--- src/hw/rtl/mbpe_pkg.sv ---
package mbpe_pkg;

  // Size limits of the bitmap and of the frame.
  localparam logic [6:0]  MAX_BITMAP_WIDTH  = 7'd64;
  localparam logic [6:0]  MAX_BITMAP_HEIGHT = 7'd64;
  localparam logic [12:0] MAX_RESOLUTION    = 13'd4096;

  // Depth of the job queue between the front and the back.
  localparam int QUEUE_DEPTH = 2;
  localparam int QUEUE_PTR_W = $clog2(QUEUE_DEPTH);
  localparam int QUEUE_CNT_W = $clog2(QUEUE_DEPTH + 1);

  // Width of the configuration register index.
  localparam int CFG_IDX_W = 3;

  // Configuration register indexes.
  typedef enum logic [CFG_IDX_W-1:0] {
    REG_FRAME_WIDTH   = 3'd0,
    REG_FRAME_HEIGHT  = 3'd1,
    REG_PIXEL_FORMAT  = 3'd2,
    REG_VISIBLE_BASE  = 3'd3,
    REG_HIDDEN_BASE   = 3'd4,
    REG_TARGET_SELECT = 3'd5
  } mbpe_reg_t;

  // Pixel format codes.
  typedef enum logic [1:0] {
    PF_8BPP  = 2'd0,
    PF_16BPP = 2'd1,
    PF_24BPP = 2'd2,
    PF_32BPP = 2'd3
  } mbpe_pfmt_t;

  // Input transaction payload.
  typedef struct packed {
    logic        start_req;
    logic [11:0] origin_x;
    logic [11:0] origin_y;
    logic [6:0]  bitmap_width;
    logic [6:0]  bitmap_height;
    logic [23:0] color;
    logic [7:0]  bitmap_byte;
  } mbpe_in_t;

  // Result transaction payload.
  typedef struct packed {
    logic [31:0] write_address;
    logic [23:0] write_data;
    logic [1:0]  byte_count;
    logic        last;
  } mbpe_out_t;

  // Effective configuration, with the frame size already saturated.
  typedef struct packed {
    logic [12:0] frame_w;
    logic [12:0] frame_h;
    mbpe_pfmt_t  pfmt;
    logic [31:0] base;
    logic        bases_ok;
  } mbpe_cfg_t;

  // One byte's worth of drawing work; mask bit j is the pixel j columns right of x0.
  typedef struct packed {
    logic [12:0] x0;
    logic [11:0] y;
    logic [7:0]  mask;
    logic [23:0] color;
  } mbpe_job_t;

endpackage

--- src/hw/rtl/mono_bitmap_pixel_expander.sv ---
// Channel   Direction  Payload     Handshake
// in_       input      mbpe_in_t   in_valid / in_ready
// out_      output     mbpe_out_t  out_valid / out_ready
// cfg_      input      32-bit reg  cfg_we, cfg_index (write only)
//
// The front takes one bitmap byte per cycle while the job queue has room.
// The back gives one pixel write per cycle while out_ready does not stall it, so a byte
// with n pixels to draw gives n writes (up to eight); bytes that draw nothing never enter the queue.
// A write passes the queue, the index stage, the address stage and the output register before it shows on out_valid.
// Reset is synchronous; registers take their reset values at a rising edge with rst_n low.
// A stalled result holds the back; the queue lets the front keep taking bytes until it fills.
module mono_bitmap_pixel_expander (
  input  logic                          clk,
  input  logic                          rst_n,
  input  logic                          in_valid,
  output logic                          in_ready,
  input  mbpe_pkg::mbpe_in_t            in_data,
  output logic                          out_valid,
  input  logic                          out_ready,
  output mbpe_pkg::mbpe_out_t           out_data,
  input  logic                          cfg_we,
  input  logic [mbpe_pkg::CFG_IDX_W-1:0] cfg_index,
  input  logic [31:0]                   cfg_wdata
);
  import mbpe_pkg::*;

  localparam logic [12:0] FRAME_W_RESET = 13'd640;
  localparam logic [12:0] FRAME_H_RESET = 13'd480;

  logic [12:0] frame_w_r;
  logic [12:0] frame_h_r;
  mbpe_pfmt_t  pfmt_r;
  logic [31:0] visible_base_r;
  logic [31:0] hidden_base_r;
  logic        target_sel_r;

  mbpe_cfg_t   cfg;
  logic        job_push;
  mbpe_job_t   job_in;
  logic        job_full;
  logic        job_pop;
  mbpe_job_t   job_out;
  logic        job_valid;

  // Configuration register writes.
  always_ff @(posedge clk) begin
    if (!rst_n) begin
      frame_w_r      <= FRAME_W_RESET;
      frame_h_r      <= FRAME_H_RESET;
      pfmt_r         <= PF_32BPP;
      visible_base_r <= '0;
      hidden_base_r  <= '0;
      target_sel_r   <= 1'b1;
    end else if (cfg_we) begin
      unique case (cfg_index)
        REG_FRAME_WIDTH:   frame_w_r      <= cfg_wdata[12:0];
        REG_FRAME_HEIGHT:  frame_h_r      <= cfg_wdata[12:0];
        REG_PIXEL_FORMAT:  pfmt_r         <= mbpe_pfmt_t'(cfg_wdata[1:0]);
        REG_VISIBLE_BASE:  visible_base_r <= cfg_wdata;
        REG_HIDDEN_BASE:   hidden_base_r  <= cfg_wdata;
        REG_TARGET_SELECT: target_sel_r   <= cfg_wdata[0];
        default: ;
      endcase
    end
  end

  // Effective configuration seen by both halves.
  always_comb begin
    cfg.frame_w  = (frame_w_r > MAX_RESOLUTION) ? MAX_RESOLUTION : frame_w_r;
    cfg.frame_h  = (frame_h_r > MAX_RESOLUTION) ? MAX_RESOLUTION : frame_h_r;
    cfg.pfmt     = pfmt_r;
    cfg.base     = target_sel_r ? visible_base_r : hidden_base_r;
    cfg.bases_ok = (visible_base_r != '0) && (hidden_base_r != '0);
  end

  mbpe_front u_front (
    .clk      (clk),
    .rst_n    (rst_n),
    .cfg      (cfg),
    .in_valid (in_valid),
    .in_ready (in_ready),
    .in_data  (in_data),
    .job_push (job_push),
    .job_data (job_in),
    .job_full (job_full)
  );

  mbpe_queue u_queue (
    .clk       (clk),
    .rst_n     (rst_n),
    .push      (job_push),
    .push_data (job_in),
    .full      (job_full),
    .pop       (job_pop),
    .pop_data  (job_out),
    .not_empty (job_valid)
  );

  mbpe_back u_back (
    .clk       (clk),
    .rst_n     (rst_n),
    .cfg       (cfg),
    .job_valid (job_valid),
    .job_data  (job_out),
    .job_pop   (job_pop),
    .out_valid (out_valid),
    .out_ready (out_ready),
    .out_data  (out_data)
  );

endmodule

--- src/hw/rtl/mbpe_queue.sv ---
module mbpe_queue (
  input  logic               clk,
  input  logic               rst_n,
  input  logic               push,
  input  mbpe_pkg::mbpe_job_t push_data,
  output logic               full,
  input  logic               pop,
  output mbpe_pkg::mbpe_job_t pop_data,
  output logic               not_empty
);
  import mbpe_pkg::*;

  mbpe_job_t              slot_r [QUEUE_DEPTH];
  logic [QUEUE_PTR_W-1:0] wr_ptr_r;
  logic [QUEUE_PTR_W-1:0] wr_ptr_nxt;
  logic [QUEUE_PTR_W-1:0] rd_ptr_r;
  logic [QUEUE_PTR_W-1:0] rd_ptr_nxt;
  logic [QUEUE_CNT_W-1:0] count_r;
  logic [QUEUE_CNT_W-1:0] count_nxt;

  assign full      = (count_r == QUEUE_CNT_W'(QUEUE_DEPTH));
  assign not_empty = (count_r != '0);
  assign pop_data  = slot_r[rd_ptr_r];

  // Pointer and fill count update; pointers wrap at the queue depth.
  always_comb begin
    wr_ptr_nxt = wr_ptr_r;
    rd_ptr_nxt = rd_ptr_r;
    count_nxt  = count_r;
    if (push) begin
      wr_ptr_nxt = (wr_ptr_r == QUEUE_PTR_W'(QUEUE_DEPTH - 1)) ? '0 : wr_ptr_r + 1'b1;
    end
    if (pop) begin
      rd_ptr_nxt = (rd_ptr_r == QUEUE_PTR_W'(QUEUE_DEPTH - 1)) ? '0 : rd_ptr_r + 1'b1;
    end
    if (push && !pop) begin
      count_nxt = count_r + 1'b1;
    end else if (pop && !push) begin
      count_nxt = count_r - 1'b1;
    end
  end

  always_ff @(posedge clk) begin
    if (!rst_n) begin
      wr_ptr_r <= '0;
      rd_ptr_r <= '0;
      count_r  <= '0;
    end else begin
      wr_ptr_r <= wr_ptr_nxt;
      rd_ptr_r <= rd_ptr_nxt;
      count_r  <= count_nxt;
    end
  end

  // Storage needs no reset.
  always_ff @(posedge clk) begin
    if (push) begin
      slot_r[wr_ptr_r] <= push_data;
    end
  end

endmodule

--- src/hw/rtl/mbpe_front.sv ---
module mbpe_front (
  input  logic                clk,
  input  logic                rst_n,
  input  mbpe_pkg::mbpe_cfg_t cfg,
  input  logic                in_valid,
  output logic                in_ready,
  input  mbpe_pkg::mbpe_in_t  in_data,
  output logic                job_push,
  output mbpe_pkg::mbpe_job_t job_data,
  input  logic                job_full
);
  import mbpe_pkg::*;

  // Bitmap walk state.
  logic        active_r;
  logic        active_nxt;
  logic [11:0] start_x_r;
  logic [11:0] start_x_nxt;
  logic [12:0] row_y_r;
  logic [12:0] row_y_nxt;
  logic [3:0]  bytes_per_row_r;
  logic [3:0]  bytes_per_row_nxt;
  logic [6:0]  rows_left_r;
  logic [6:0]  rows_left_nxt;
  logic [3:0]  byte_column_r;
  logic [3:0]  byte_column_nxt;
  logic [23:0] color_r;
  logic [23:0] color_nxt;

  logic        take;
  logic [6:0]  w_eff;
  logic [6:0]  h_eff;
  logic [7:0]  w_round;
  logic        size_ok;
  logic        go;
  logic [11:0] cur_x;
  logic [12:0] cur_y;
  logic [3:0]  cur_bpr;
  logic [3:0]  cur_col;
  logic [6:0]  cur_rows;
  logic [23:0] cur_color;
  logic [12:0] x0;
  logic [12:0] px;
  logic [7:0]  mask;
  logic        draw_ok;
  logic [3:0]  col_inc;
  logic [6:0]  rows_dec;

  assign in_ready = !job_full;
  assign take     = in_valid && in_ready;

  // Classify the byte: pick the bitmap it belongs to and the pixels it draws.
  always_comb begin
    w_eff   = (in_data.bitmap_width > MAX_BITMAP_WIDTH) ? MAX_BITMAP_WIDTH
                                                        : in_data.bitmap_width;
    h_eff   = (in_data.bitmap_height > MAX_BITMAP_HEIGHT) ? MAX_BITMAP_HEIGHT
                                                          : in_data.bitmap_height;
    w_round = {1'b0, w_eff} + 8'd7;
    size_ok = (w_eff != '0) && (h_eff != '0);

    if (in_data.start_req) begin
      go        = size_ok;
      cur_x     = in_data.origin_x;
      cur_y     = {1'b0, in_data.origin_y};
      cur_bpr   = w_round[6:3];
      cur_col   = '0;
      cur_rows  = h_eff;
      cur_color = in_data.color;
    end else begin
      go        = active_r;
      cur_x     = start_x_r;
      cur_y     = row_y_r;
      cur_bpr   = bytes_per_row_r;
      cur_col   = byte_column_r;
      cur_rows  = rows_left_r;
      cur_color = color_r;
    end

    x0 = {1'b0, cur_x} + {6'b0, cur_col, 3'b000};
    for (int j = 0; j < 8; j++) begin
      px      = x0 + 13'(j);
      mask[j] = in_data.bitmap_byte[7 - j] && (px < cfg.frame_w);
    end
    draw_ok  = cfg.bases_ok && (cur_y < cfg.frame_h);
    job_push = take && go && draw_ok && (mask != '0);

    job_data.x0    = x0;
    job_data.y     = cur_y[11:0];
    job_data.mask  = mask;
    job_data.color = cur_color;
  end

  // Advance the bitmap position by one byte.
  always_comb begin
    active_nxt        = active_r;
    start_x_nxt       = start_x_r;
    row_y_nxt         = row_y_r;
    bytes_per_row_nxt = bytes_per_row_r;
    rows_left_nxt     = rows_left_r;
    byte_column_nxt   = byte_column_r;
    color_nxt         = color_r;
    col_inc           = cur_col + 1'b1;
    rows_dec          = cur_rows - 1'b1;
    if (take) begin
      if (in_data.start_req && !size_ok) begin
        active_nxt = 1'b0;
      end else if (go) begin
        start_x_nxt       = cur_x;
        bytes_per_row_nxt = cur_bpr;
        color_nxt         = cur_color;
        active_nxt        = 1'b1;
        if (col_inc >= cur_bpr) begin
          byte_column_nxt = '0;
          row_y_nxt       = cur_y + 1'b1;
          rows_left_nxt   = rows_dec;
          if (rows_dec == '0) begin
            active_nxt = 1'b0;
          end
        end else begin
          byte_column_nxt = col_inc;
          row_y_nxt       = cur_y;
          rows_left_nxt   = cur_rows;
        end
      end
    end
  end

  always_ff @(posedge clk) begin
    if (!rst_n) begin
      active_r        <= 1'b0;
      start_x_r       <= '0;
      row_y_r         <= '0;
      bytes_per_row_r <= '0;
      rows_left_r     <= '0;
      byte_column_r   <= '0;
      color_r         <= '0;
    end else begin
      active_r        <= active_nxt;
      start_x_r       <= start_x_nxt;
      row_y_r         <= row_y_nxt;
      bytes_per_row_r <= bytes_per_row_nxt;
      rows_left_r     <= rows_left_nxt;
      byte_column_r   <= byte_column_nxt;
      color_r         <= color_nxt;
    end
  end

endmodule

--- src/hw/rtl/mbpe_back.sv ---
module mbpe_back (
  input  logic                clk,
  input  logic                rst_n,
  input  mbpe_pkg::mbpe_cfg_t cfg,
  input  logic                job_valid,
  input  mbpe_pkg::mbpe_job_t job_data,
  output logic                job_pop,
  output logic                out_valid,
  input  logic                out_ready,
  output mbpe_pkg::mbpe_out_t out_data
);
  import mbpe_pkg::*;

  // Stage one: linear pixel index of the job's first column.
  logic        v1_r;
  logic [24:0] lin1_r;
  logic [7:0]  mask1_r;
  logic [23:0] color1_r;

  // Stage two: byte address of that column, emitting one pixel per cycle while the output register is free.
  logic        v2_r;
  logic        v2_nxt;
  logic [31:0] addr2_r;
  logic [7:0]  mask2_r;
  logic [7:0]  mask2_nxt;
  logic [23:0] data2_r;
  logic [1:0]  count2_r;

  // Output register.
  logic        out_v_r;
  logic        out_v_nxt;
  mbpe_out_t   out_r;

  logic        out_free;
  logic        emit;
  logic        done2;
  logic        load2;
  logic        load1;
  logic [24:0] lin_calc;
  logic [26:0] scaled;
  logic [31:0] addr_calc;
  logic [23:0] data_calc;
  logic [1:0]  count_calc;
  logic [2:0]  k;
  logic [4:0]  offset;
  logic [7:0]  rem;

  assign out_valid = out_v_r;
  assign out_data  = out_r;

  // Handshake between the stages.
  always_comb begin
    out_free = !out_v_r || out_ready;
    emit     = v2_r && out_free;
    rem      = mask2_r & (mask2_r - 8'd1);
    done2    = emit && (rem == '0);
    load2    = v1_r && (!v2_r || done2);
    load1    = job_valid && (!v1_r || load2);
    job_pop  = load1;
  end

  // Row index times stride, plus the starting column.
  assign lin_calc = ({13'b0, job_data.y} * {12'b0, cfg.frame_w}) + {12'b0, job_data.x0};

  // Scale the pixel index to bytes and pick the color bytes.
  always_comb begin
    unique case (cfg.pfmt)
      PF_8BPP: begin
        scaled     = {2'b0, lin1_r};
        data_calc  = {16'b0, color1_r[7:0]};
        count_calc = 2'd1;
      end
      PF_16BPP: begin
        scaled     = {1'b0, lin1_r, 1'b0};
        data_calc  = {8'b0, color1_r[15:0]};
        count_calc = 2'd2;
      end
      PF_24BPP: begin
        scaled     = {1'b0, lin1_r, 1'b0} + {2'b0, lin1_r};
        data_calc  = color1_r;
        count_calc = 2'd3;
      end
      default: begin
        scaled     = {lin1_r, 2'b0};
        data_calc  = color1_r;
        count_calc = 2'd3;
      end
    endcase
    addr_calc = cfg.base + {5'b0, scaled};
  end

  // Next pixel to draw: the leftmost remaining one.
  always_comb begin
    k = '0;
    for (int j = 7; j >= 0; j--) begin
      if (mask2_r[j]) begin
        k = 3'(j);
      end
    end
    unique case (cfg.pfmt)
      PF_8BPP:  offset = {2'b0, k};
      PF_16BPP: offset = {1'b0, k, 1'b0};
      PF_24BPP: offset = {1'b0, k, 1'b0} + {2'b0, k};
      default:  offset = {k, 2'b0};
    endcase
  end

  always_comb begin
    v2_nxt    = v2_r;
    mask2_nxt = mask2_r;
    if (emit) begin
      mask2_nxt = rem;
    end
    if (done2) begin
      v2_nxt = 1'b0;
    end
    if (load2) begin
      v2_nxt    = 1'b1;
      mask2_nxt = mask1_r;
    end
    out_v_nxt = out_v_r;
    if (out_ready) begin
      out_v_nxt = 1'b0;
    end
    if (emit) begin
      out_v_nxt = 1'b1;
    end
  end

  // Control state.
  always_ff @(posedge clk) begin
    if (!rst_n) begin
      v1_r    <= 1'b0;
      v2_r    <= 1'b0;
      out_v_r <= 1'b0;
    end else begin
      if (load1) begin
        v1_r <= 1'b1;
      end else if (load2) begin
        v1_r <= 1'b0;
      end
      v2_r    <= v2_nxt;
      out_v_r <= out_v_nxt;
    end
  end

  // Payload registers.
  always_ff @(posedge clk) begin
    if (load1) begin
      lin1_r   <= lin_calc;
      mask1_r  <= job_data.mask;
      color1_r <= job_data.color;
    end
    if (load2) begin
      addr2_r  <= addr_calc;
      data2_r  <= data_calc;
      count2_r <= count_calc;
    end
    mask2_r <= mask2_nxt;
    if (emit) begin
      out_r.write_address <= addr2_r + {27'b0, offset};
      out_r.write_data    <= data2_r;
      out_r.byte_count    <= count2_r;
      out_r.last          <= (rem == '0);
    end
  end

endmodule
--- config.mk ---
export PLATFORM = sky130hd
export DESIGN_NAME = mono_bitmap_pixel_expander
export DESIGN_NICKNAME = d
export VERILOG_FILES = /design/src/hw/rtl/mbpe_pkg.sv /design/src/hw/rtl/mono_bitmap_pixel_expander.sv /design/src/hw/rtl/mbpe_queue.sv /design/src/hw/rtl/mbpe_front.sv /design/src/hw/rtl/mbpe_back.sv
export SDC_FILE = /design/constraint.sdc
export NUM_CORES = 1
export LEC_CHECK = 0
export ABC_AREA = 0
export BUFFER_PORTS_ARGS = -buffer_cell sky130_fd_sc_hd__buf_2
export CAP_MARGIN = 20
export CORE_ASPECT_RATIO = 1.5
export CORE_MARGIN = 3
export CORE_UTILIZATION = 50
export CTS_CLUSTER_DIAMETER = 50
export CTS_CLUSTER_SIZE = 28
export DETAILED_ROUTE_END_ITERATION = 16
export GPL_ROUTABILITY_DRIVEN = 0
export PLACE_DENSITY = 0.77
export SYNTH_ARGS = -nofsm -noshare
export SYNTH_HDL_FRONTEND = slang
export SYNTH_SLANG_ARGS = --single-unit
--- constraint.sdc ---
create_clock -name clk -period 8.7 [get_ports clk]
set_input_delay 0.87 -clock clk [delete_from_list [all_inputs] [get_ports clk]]
set_output_delay 0.87 -clock clk [all_outputs]
set_load 0.005 [all_outputs]
## After elaboration in Yosys (flattened, before gate mapping)

Memories as Yosys holds them, arrays and structs flattened. A register that Yosys moved wholly into a read port is not among the register bits.
Index checks and enable logic that the tools add are counted.

| word-level totals | value |
|---|---|
| bits in registers | 347 |
| memory bits (writable) | 114 |
| output and inout bits | 61 |
| word-level logic and storage cells | 181 |
| memories kept | 1 |

Memory list:

| memory | words | bits a word | rd ports | clocked after memory_dff | wr ports | line | RTL |
|---|---|---|---|---|---|---|---|
| u_queue.slot_r | 2 | 57 | 1 | 1 | 1 | mbpe_queue.sv:13 | `mbpe_job_t slot_r [QUEUE_DEPTH];` |

| cells by class | value |
|---|---|
| add/subtract/negate cells | 22 |
| $mul | 1 |
| $lt $le $gt $ge | 14 |
| equal/unequal tests | 8 |
| muxes and demuxes | 47 |
| bitwise operators | 2 |
| reductions and logical operators | 56 |

Operator list:

| cell | count |
|---|---|
| 13-bit less-than comparator | 9 |
| 27-bit one-hot mux with 3 select lines | 1 |
| 32-bit nonzero test | 2 |
| 13-bit by 3-bit adder with 13-bit output (second input constant) | 4 |
| 13-bit 2-to-1 mux | 4 |
| 24-bit one-hot mux with 2 select lines | 1 |
| 32-bit by 27-bit adder with 32-bit output | 1 |
| 32-bit by 5-bit adder with 32-bit output | 1 |
| 32-bit 2-to-1 mux | 1 |
| 7-bit 2-to-1 mux | 4 |
| 26-bit by 25-bit adder with 27-bit output | 1 |
| 13-bit by 1-bit adder with 13-bit output (second input constant) | 2 |
| 13-bit by 2-bit adder with 13-bit output (second input constant) | 2 |
| 13-bit greater-than comparator (second input constant) | 2 |
| 25-bit by 13-bit adder with 25-bit output | 1 |
| 12-bit by 13-bit multiplier with 25-bit output | 1 |
| 24-bit 2-to-1 mux | 1 |
| 3-bit 2-to-1 mux | 8 |
| 1-bit logical AND | 22 |
| 1-bit 2-to-1 mux | 17 |
| 8-bit 2-to-1 mux | 2 |
| 5-bit one-hot mux with 3 select lines | 1 |
| 7-bit greater-than comparator (second input constant) | 2 |
| 2-bit AND reduction | 7 |
| 31 further kinds | 53 |

## Longest topological paths before layout

Gate-level depths: netlist of run 1.

| depth | value |
|---|---|
| word-level depth | 12 |
| gate-level depth with buffers | 31 |

## Modules after synthesis

Synthesis of run 1 repeated with hierarchy kept, for this count alone.

| second synthesis, totals | value |
|---|---|
| cells, all modules | 3,131 |
| area, all modules | 31,848.0 um^2 |

By module, submodules not included:

| module | times used | cells an instance | area each (um^2) | seq. area each (um^2) |
|---|---|---|---|---|
| mbpe_back | 1 | 1,445 | 15,514.9 | 5,525.3 |
| mbpe_front | 1 | 993 | 7,823.8 | 1,301.2 |
| mbpe_queue | 1 | 199 | 4,337.9 | 3,523.4 |
| mono_bitmap_pixel_expander | 1 | 494 | 4,171.5 | 1,861.8 |

## Worst setup path before layout of run 1

No wires, ideal clock.

| path | value |
|---|---|
| kind | input to register |
| from | in in_data[70] (netlist name) |
| to | mem u_queue.slot_r[0][0] (netlist name), enable pin |
| library setup time | 0.479 ns |
| arrival | 8.976 ns |
| required time | 8.221 ns |
| slack | -0.755 ns |
| cell stages on the path | 27 |
| buffers on the path | 7 |
| cell sequence | buf_2 > buf_1 > clkbuf_1 > clkbuf_1 > buf_2 > mux2_2 > ha_1 > inv_1 > fa_1 > nor2b_1 > o21ai_0 > nand2_1 > xnor2_1 > buf_1 > nand2_1 > nor3_1 > clkbuf_1 > nand4_1 > xnor2_1 > ha_1 > nor2b_1 > o21ai_0 > nand3b_1 > a311oi_1 > nor3_1 > a31oi_1 > nor2b_1 |

RTL lines:

| item | line | RTL |
|---|---|---|
| from (decl) | mono_bitmap_pixel_expander.sv:17 | `input mbpe_pkg::mbpe_in_t in_data,` |
| to (decl) | mbpe_queue.sv:13 |  |

## Final worst setup path of run 1

| path | value |
|---|---|
| from | reg frame_w_r[12] |
| to | reg u_back.lin1_r[24], data pin |

| between the ends | value |
|---|---|
| longest elaborated chain between the ends | 4 |

RTL lines:

| item | line | RTL |
|---|---|---|
| from (decl) | mono_bitmap_pixel_expander.sv:30 | `logic [12:0] frame_w_r;` |
| from (signal assigned) | mono_bitmap_pixel_expander.sv:56 | `REG_FRAME_WIDTH: frame_w_r <= cfg_wdata[12:0];` |
| 13-bit greater-than comparator | mono_bitmap_pixel_expander.sv:69 | `cfg.frame_w = (frame_w_r > MAX_RESOLUTION) ? MAX_RESOLUTION : frame_w_r;` |
| 13-bit 2-to-1 mux (*) | mono_bitmap_pixel_expander.sv:69 |  |
| 12-bit by 13-bit multiplier with 25-bit output (*) | mbpe_back.sv:63 | `assign lin_calc = ({13'b0, job_data.y} * {12'b0, cfg.frame_w}) + {12'b0, job_data.x0};` |
| 25-bit by 13-bit adder with 25-bit output (*) | mbpe_back.sv:63 |  |
| named net u_back.lin_calc[24] | mbpe_back.sv:39 | `logic [24:0] lin_calc;` |
| to (signal assigned) | mbpe_back.sv:150 | `lin1_r <= lin_calc;` |
| to (decl) | mbpe_back.sv:16 | `logic [24:0] lin1_r;` |

Mark *: on every way through the listed nets, which the timed path passes. The rest lies on a longest branch.
A chain may end at the register's enable or synchronous reset.

==> metrics.md, run 1 <==
| Metric | Value |
|---|---|
| Outcome | finished clean |
| Mapped cell area | 31100 µm² |
| Final setup violation count | 0 |
| Hold WC Path Type | flip-flop to flip-flop |
| Net count after synthesis | 3564 |
| Critical-path maximum fanout | 22 |
| Delay-heaviest family, CP | adder cells |
| Tcrit/Tclk final | 83.0% |
| Sequential cell area | 12200 µm² |
| Final Max Tran Viols | 0 |
| Leak | 0.0143 µW |
| Largest net degree at the start of global routing | 93 |
| Worst path max stage delay | 0.95 ns |
| Post-route minimum period | 7.22 ns |
| P&R area growth vs syn | 10.2% |
| CTS resizes | 0 |
| Setup Buffers After CTS | 0 |
| Final instance area | 34200 µm² |
| YS warnings | 0 |
| Pwr/cell area | 256 nW/µm² |
| VDD IR-drop max | 0.178 mV |
| Placed cell area | 32900 µm² |
| H-tree levels | 2 |
| Total of max-cap violations | 0 |
| Ys flop type | edfxtp_1 |
| Slew of the pin with the lowest slew margin | 0.964 ns |
| Die area | 65200 µm² |
| Vias in the first global route | 22900 |
| Critical Path Slowest Stage Cell | dfxtp_1 |
| Area of the multi-input gates | 17500 µm² |
| Chip Width | 210 µm |
| Mapped Cells | 3071 |
| Filler cells | 5248 |
| Final WS setup | 1.48 ns |
| Post-synth EDFFs | 296 |
| Final wirelength | 75000 µm |
| Vias | 22900 |
| Fin. Hold Viols | 0 |
| Slew HR | 35.6% |
| Layout cells sized above 1 | 13.2% |
| Antenna Nets Post-Route | 0 |
| Drt drc | 0 |
| Type of origin of the critical path | flip-flop |
| Syn Area/Cell | 10.1 µm² |
| Core Rows | 111 |
| Hold buffers post-CTS | 0 |
| CTS tree | done |
| Async SR Flop Fraction | 0% |
| Fin util | 55.9% |
| Worst path cell trace | nor2b_1, inv_1, nor2_1, fa_1, inv_1, fa_1, inv_1, fa_1, inv_1, fa_1, fa_1, inv_1, ha_1, nand4_1, a211oi_1, o311ai_0, a31oi_1, o21ai_0, a21oi_1, a31oi_1 |
| Yosys reg bits | 462 |
| Initial DRC count | 1685 |
| Initial antenna violation count | 6 |
| Skew final | 0.0417 ns |
| Core ar. | 61200 µm² |
| Top Ports | 172 |
| Vias/cell | 5.67 |
| Fmax achieved | 138 MHz |
| RSZ-0062 raised after global routing | no |
| Clk buf depth | 3 |
| Crit path DAT | 7.53 ns |
| TritonCTS sink count | 462 |
| Clock-pin slew on the worst setup and hold paths | 0.10 ns |
| Nets | 3703 |
| DP Worst Slack | 1.22 ns |
| Dpl hpwl | 57000 µm |
| First-pass GRT wire length | 119000 µm |
| Worst-skew pair later-pin latency | 0.59 ns |
| Num CTS Buffers | 36 |
| Kind of end point of the critical path | flip-flop |
| CTS root buf | clkbuf_16 |
| Drt wl/cell | 18.6 µm |
| TNS Setup | 0 ns |
| Die Y-Extent | 311 µm |
| Synth cell types | 72 |
| GRT Total Usage | 22.6% |
| Grt total ovfl | 0 |
| Crit path required time | 9.01 ns |
| Crit path kind | flip-flop to flip-flop |
| DRT Pass-1 Iters | 6 |
| Seq/Total Area, Yosys | 39.3% |
| WP buf/inv | 5 |
| Initial Util | 50.7% |
| IO buf count | 171 |
==> flip-flops by register name, indices dropped and copies added, names as in the netlist, 2 cells and up, named ones only <==
register	cells
u_front.color_r	24
visible_base_r	32
u_back.lin1_r	25
u_front.bytes_per_row_r	4
u_back.mask2_r	8
u_back.color1_r	24
u_back.addr2_r	32
pfmt_r	2
u_front.start_x_r	12
u_queue.count_r	2
u_back.count2_r	2
u_front.byte_column_r	4
hidden_base_r	32
frame_w_r	13
u_front.row_y_r	13
u_queue.slot_r	114
frame_h_r	13
u_back.data2_r	24
u_back.mask1_r	8
u_front.rows_left_r	7
u_back.out_data	59
==> logic make-up (layout without fill, tap and decap cells) <==
kind of cell	Yosys count	in the layout	share of synthesized area, %
xor gates and xnor gates	191	191	5.38
buffers and inverters	373	540	4.52
AOI/OAI and AO/OA	518	518	11.1
and+or+nand+nor	971	971	14.3
DFF	462	462	39.3
adders and majority gates	382	382	18.5
other	0	5	0
muxes	174	174	6.96
==> final timing paths <==
path                      startpoint                   to  slack, ns  cells after the start
hold reg to reg   u_back.data2_r[20]  u_back.out_data[23]       0.42                      0
setup reg to reg       frame_w_r[12]    u_back.lin1_r[24]       1.48                     20
hold / removal    u_back.data2_r[20]  u_back.out_data[23]       0.42                      0
setup / recovery       frame_w_r[12]    u_back.lin1_r[24]       1.48                     20
==> layout by cell type (no fill, tap or decap), types with 11 or more instances in the layout <==
master,netlist,layout
mux2i_1,44,44
o21a_1,19,19
and3_1,36,36
o211ai_1,13,13
a21oi_1,113,113
mux4_2,23,23
nor3_1,29,29
nor2b_1,59,56
mux2_2,107,107
dfxtp_1,166,164
buf_4,0,42
a21boi_0,127,127
nand2_1,460,460
xor2_1,53,53
and2_1,34,33
nand4_1,35,35
buf_2,4,169
o21ai_0,90,90
xnor2_1,138,137
nand2b_1,17,17
a21o_1,41,41
edfxtp_1,296,296
ha_1,255,255
clkbuf_16,0,37
or3_1,11,11
a211oi_1,18,17
nand3_1,68,68
a31oi_1,14,14
o21bai_1,17,17
nor2_1,172,172
nor4_1,26,26
inv_1,254,254
fa_1,127,127
==> synth_stat cells (23+ instances only) <==
cell      number  area [µm²]
a21boi_0     127         953
a21o_1        41         308
a21oi_1      113         566
and2_1        34         213
and3_1        36         225
clkbuf_1      90         338
dfxtp_1      166        3320
edfxtp_1     296        8890
fa_1         127        2540
ha_1         255        3190
inv_1        254         953
mux2_2       107        1200
mux2i_1       44         440
mux4_2        23         518
nand2_1      460        1730
nand3_1       68         340
nand4_1       35         219
nor2_1       172         646
nor2b_1       59         369
nor3_1        29         145
nor4_1        26         163
o21ai_0       90         450
xnor2_1      138        1210
xor2_1        53         464
==> routing by layer <==
metal,track usage [%],up-vias,routed length (µm)
met1,26.3,11000,28200
met3,3.26,202,4380
li1,-,11000,-
met5,0,-,13
met4,10.8,2,3910
met2,40.6,734,38500
==> through the flow <==
step / hold WS [ns] / total power [µW] / instances
floorplan: 0.400 / 6020 / 3071
global placement: 0.401 / 6840 / 3962
detailed placement: 0.405 / 6950 / 3962
CTS: 0.427 / 8800 / 4028
global route: 0.433 / 9390 / 4032
finish: 0.424 / 8770 / 4034
==> area by class of cell <==
type / count / share of cell area [%]
antenna: 5 / 0.0366
clock buffer: 38 / 2.72
clock inverter: 28 / 1.24
inverter: 261 / 2.86
multi-input combinational: 2236 / 51.1
sequential: 462 / 35.7
tap: 791 / 2.89
timing repair buffer: 213 / 3.47
==> power by group <==
part           switching [µW]  leakage [µW]  internal, µW  total [µW]
clock                     947      0.000660           888        1840
combinational            2180       0.00952          1630        3810
sequential                225       0.00408          2900        3120
total                    3350        0.0143          5420        8770
Power figures use the tool's default switching activity.
==> run 2: changes to the inputs <==
--- a/config.mk
+++ b/config.mk
@@ -5,7 +5,7 @@
 export SDC_FILE = /design/constraint.sdc
 export NUM_CORES = 1
 export LEC_CHECK = 0
-export ABC_AREA = 0
+export ABC_AREA = 1
 export BUFFER_PORTS_ARGS = -buffer_cell sky130_fd_sc_hd__buf_2
 export CAP_MARGIN = 20
 export CORE_ASPECT_RATIO = 1.5
@@ -15,7 +15,7 @@
 export CTS_CLUSTER_SIZE = 28
 export DETAILED_ROUTE_END_ITERATION = 16
 export GPL_ROUTABILITY_DRIVEN = 0
-export PLACE_DENSITY = 0.77
+export PLACE_DENSITY = 0.74
 export SYNTH_ARGS = -nofsm -noshare
 export SYNTH_HDL_FRONTEND = slang
 export SYNTH_SLANG_ARGS = --single-unit
==> constraint.sdc (replaced) <==
create_clock -name clk -period 6.85 [get_ports clk]
set_input_delay 0.685 -clock clk [delete_from_list [all_inputs] [get_ports clk]]
set_output_delay 0.685 -clock clk [all_outputs]
set_load 0.005 [all_outputs]
==> run 2 against run 1 <==
  * Flip-flop and latch count unchanged
  * Critical path depth up 7
  * Area after synthesis is 0.63% higher
  * Register-to-register slack got worse by 1.0 ns
  * Sequential power up 37%
  * Via count rose by 13%
  * Clock skew is 0.010 ns lower
  * Critical endpoint is now u_back.lin1_r[20]
  * Synthesized cell count is 18% higher
  * Clock-buffer cell count is 2 higher
  * Worst setup slack worse by 1.0 ns
  * Cell count is 14% higher
  * Combinational power is 80% higher
==> metrics.md, run 2 <==
| Metric | Value |
|---|---|
| Outcome | finished clean (unchanged) |
| Final Max Tran Viols | 0 (unchanged) |
| Net count after synthesis | 4131 (was 3564) |
| Tcrit/Tclk final | 93.3% (was 83.0%) |
| Skew final | 0.0314 ns (was 0.0417 ns) |
| Post-synth EDFFs | 296 (unchanged) |
| Syn Area/Cell | 8.59 µm² (was 10.1 µm²) |
| CTS root buf | clkbuf_16 (unchanged) |
| Drt wl/cell | 18.1 µm (was 18.6 µm) |
| DRT Pass-1 Iters | 6 (unchanged) |
| Clock-pin slew on the worst setup and hold paths | 0.09 ns (was 0.10 ns) |
| Crit path DAT | 6.71 ns (was 7.53 ns) |
| Pwr/cell area | 391 nW/µm² (was 256 nW/µm²) |
| Clock power share | 17.5% (was 20.9%) |
| Commonest cells post-synth | nand2_1, inv_1, nor2_1 (was nand2_1, edfxtp_1, ha_1) |
| Dpl hpwl | 64300 µm (was 57000 µm) |
| Initial Util | 50.8% (was 50.7%) |
| Mapped Cells | 3638 (was 3071) |
| Final setup violation count | 0 (unchanged) |
| Post-route minimum period | 6.39 ns (was 7.22 ns) |
| Total Power | 13500 µW (was 8770 µW) |
| Hold buffers post-CTS | 0 (unchanged) |
| Core ar. | 61500 µm² (was 61200 µm²) |
| Worst-skew pair later-pin latency | 0.59 ns (about the same) |
| Antenna diodes | 0 (was 5) |
| Cell repeated most along the worst path | inv_1 |
| DP Worst Slack | 0.596 ns (was 1.22 ns) |
| Vias/cell | 5.58 (was 5.67) |
| Final wirelength | 83600 µm (was 75000 µm) |
| Antenna Nets Post-Route | 0 (unchanged) |
| TritonCTS sink count | 462 (unchanged) |
| Largest net degree at the start of global routing | 85 (was 93) |
| Ys flop type | edfxtp_1 (unchanged) |
| Hold WC Path Type | primary input to flip-flop (was flip-flop to flip-flop) |
| Most frequent cells in the layout | nand2_1, inv_1, nor2_1, edfxtp_1, o21ai_0 (was nand2_1, edfxtp_1, ha_1, inv_1, nor2_1) |
| Seq/Total Area, Yosys | 39.1% (was 39.3%) |
| Crit path kind | flip-flop to flip-flop (unchanged) |
| Area leader, netlist | edfxtp_1 (unchanged) |
| Worst path max stage delay | 0.53 ns (was 0.95 ns) |
| Critical Path Slowest Stage Cell | fa_1 (was dfxtp_1) |
| Commonest non-fill, non-tap cell in the layout | nand2_1 (unchanged) |
| Total of max-cap violations | 0 (unchanged) |
| Net Sw Frac | 44.6% (was 38.2%) |
| Leak | 0.0156 µW (was 0.0143 µW) |
| Num CTS Buffers | 37 (was 36) |
| Async SR Flop Fraction | 0% (unchanged) |
| Die area | 65600 µm² (was 65200 µm²) |
| Kind of end point of the critical path | flip-flop (unchanged) |
| TNS Setup | 0 ns (unchanged) |
| YS warnings | 0 (unchanged) |
| Die Y-Extent | 312 µm (was 311 µm) |
| Internal | 7480 µW (was 5420 µW) |
| WP buf/inv | 6 (was 5) |
| GRT Total Usage | 25.0% (was 22.6%) |
| Layout cells sized above 1 | 10.2% (was 13.2%) |
| Setup Buffers After CTS | 0 (unchanged) |
| Fin. Hold Viols | 0 (unchanged) |
| Largest register FFs | 114 (unchanged) |
| CTS resizes | 0 (unchanged) |
| Vias | 25800 (was 22900) |
| First-pass GRT wire length | 131000 µm (was 119000 µm) |
| Slew of the pin with the lowest slew margin | 0.918 ns (was 0.964 ns) |
| Slew HR | 38.7% (was 35.6%) |
| Synth cell types | 57 (was 72) |
| CTS tree | done (unchanged) |
| RSZ-0062 raised after global routing | no (unchanged) |
| Sw Pwr | 6020 µW (was 3350 µW) |
| Final WS setup | 0.456 ns (was 1.48 ns) |
| Critical-path maximum fanout | 13 (was 22) |
| Crit path required time | 7.16 ns (was 9.01 ns) |
| Count leader, synth | nand2_1 (unchanged) |
| Clk buf depth | 3 (unchanged) |
| Yosys reg bits | 462 (unchanged) |
| VDD IR-drop max | 0.287 mV (was 0.178 mV) |
| Filler cells | 5597 (was 5248) |
| Drt drc | 0 (unchanged) |
| Initial antenna violation count | 0 (was 6) |
| Grt total ovfl | 0 (unchanged) |
| Comb pwr share | 50.9% (was 43.4%) |
| Chip Width | 210 µm (about the same) |
| H-tree levels | 2 (unchanged) |
| Core Rows | 111 (unchanged) |
| Fmax achieved | 156 MHz (was 138 MHz) |
| IO buf count | 171 (unchanged) |
| Flop pwr share | 31.6% (was 35.6%) |
| Synth area leaders | edfxtp_1, dfxtp_1, ha_1 (unchanged) |
| Delay-heaviest family, CP | adder cells (unchanged) |
| Top Ports | 172 (unchanged) |
| Mapped cell area | 31300 µm² (was 31100 µm²) |
| Fin util | 56.1% (was 55.9%) |
| Inst Count DP | 4546 (was 3962) |
| Post-synth top area share | 28.4% (was 28.6%) |
| Initial DRC count | 1610 (was 1685) |
| Nets | 4289 (was 3703) |
| Final Non-Filler Cells | 4616 (was 4034) |
| Type of origin of the critical path | flip-flop (unchanged) |
| P&R area growth vs syn | 10.4% (was 10.2%) |
| Vias in the first global route | 25400 (was 22900) |
| Top reg by flops | u_queue.slot_r (unchanged) |
[run 2: cell count changes after synthesis, sizes merged, moves of 124 or more]
cell	change
o21ai	+221
a21oi	+166
inv	+284
nor2	+280
nand2	+126
a21boi	-124
[run 2: tightest hold or removal path: stages]
cell and delay, ns:
buf_2 0.09, nor2_1 0.04, nor2_1 0.08
[run 2: layout make-up]
type	count	area, µm²	share of cell area, %
multi-input combinational	2531	16600	48.2
sequential	462	12200	35.4
inverter	546	2050	5.94
timing repair buffer	218	1240	3.60
clock buffer	40	990	2.87
tap	791	990	2.87
clock inverter	28	402	1.16
[run 2: power by group through the flow]
stage	combinational, µW	sequential [µW]	clock [µW]
floorplan	4930	4210	0
global placement	6640	4310	0
detailed placement	6790	4330	0
CTS	6830	4270	2410
global route	7790	4330	2500
finish	6860	4270	2370
[run 2: routing by layer]
metal  vias to the layer above  global-route usage (%)  wire length [µm]
li1                      12300                       -                 -
met1                     12100                    27.4             30200
met2                       991                    45.1             42400
met3                       327                    3.48              4720
met4                         0                    15.9              6300
met5                         -                       0                 0
[run 2: path summary, 6_finish.rpt]
kind / endpoint / from / slack, ns / cells past startpoint
hold / removal: hidden_base_r[25] / cfg_wdata[25] / 0.33 / 3
hold reg to reg: u_back.out_data[7] / u_back.data2_r[4] / 0.42 / 0
setup / recovery: u_back.lin1_r[20] / frame_w_r[0] / 0.46 / 27
setup reg to reg: u_back.lin1_r[20] / frame_w_r[0] / 0.46 / 27
[run 2: per-stage QoR]
stage | area (µm²) | hold slack, ns
final | 34500 | 0.332
after global routing | 34500 | 0.332
after CTS | 34500 | 0.304
after detailed placement | 33100 | 0.406
after global placement | 33100 | 0.400
after floorplan | 31300 | 0.400
[run 2: kinds of logic (layout without fill, tap and decap cells)]
family,count (synthesis),count (layout),synth area share [%]
AND/OR/NAND/NOR,1240,1240,16.3
AO/OA/AOI/OAI,702,702,12.2
buffers and inverters,645,832,7.81
flip-flops,462,462,39.1
adder cells (fa/ha/maj),382,382,18.3
XOR/XNOR,159,159,4.57
multiplexers,48,48,1.67
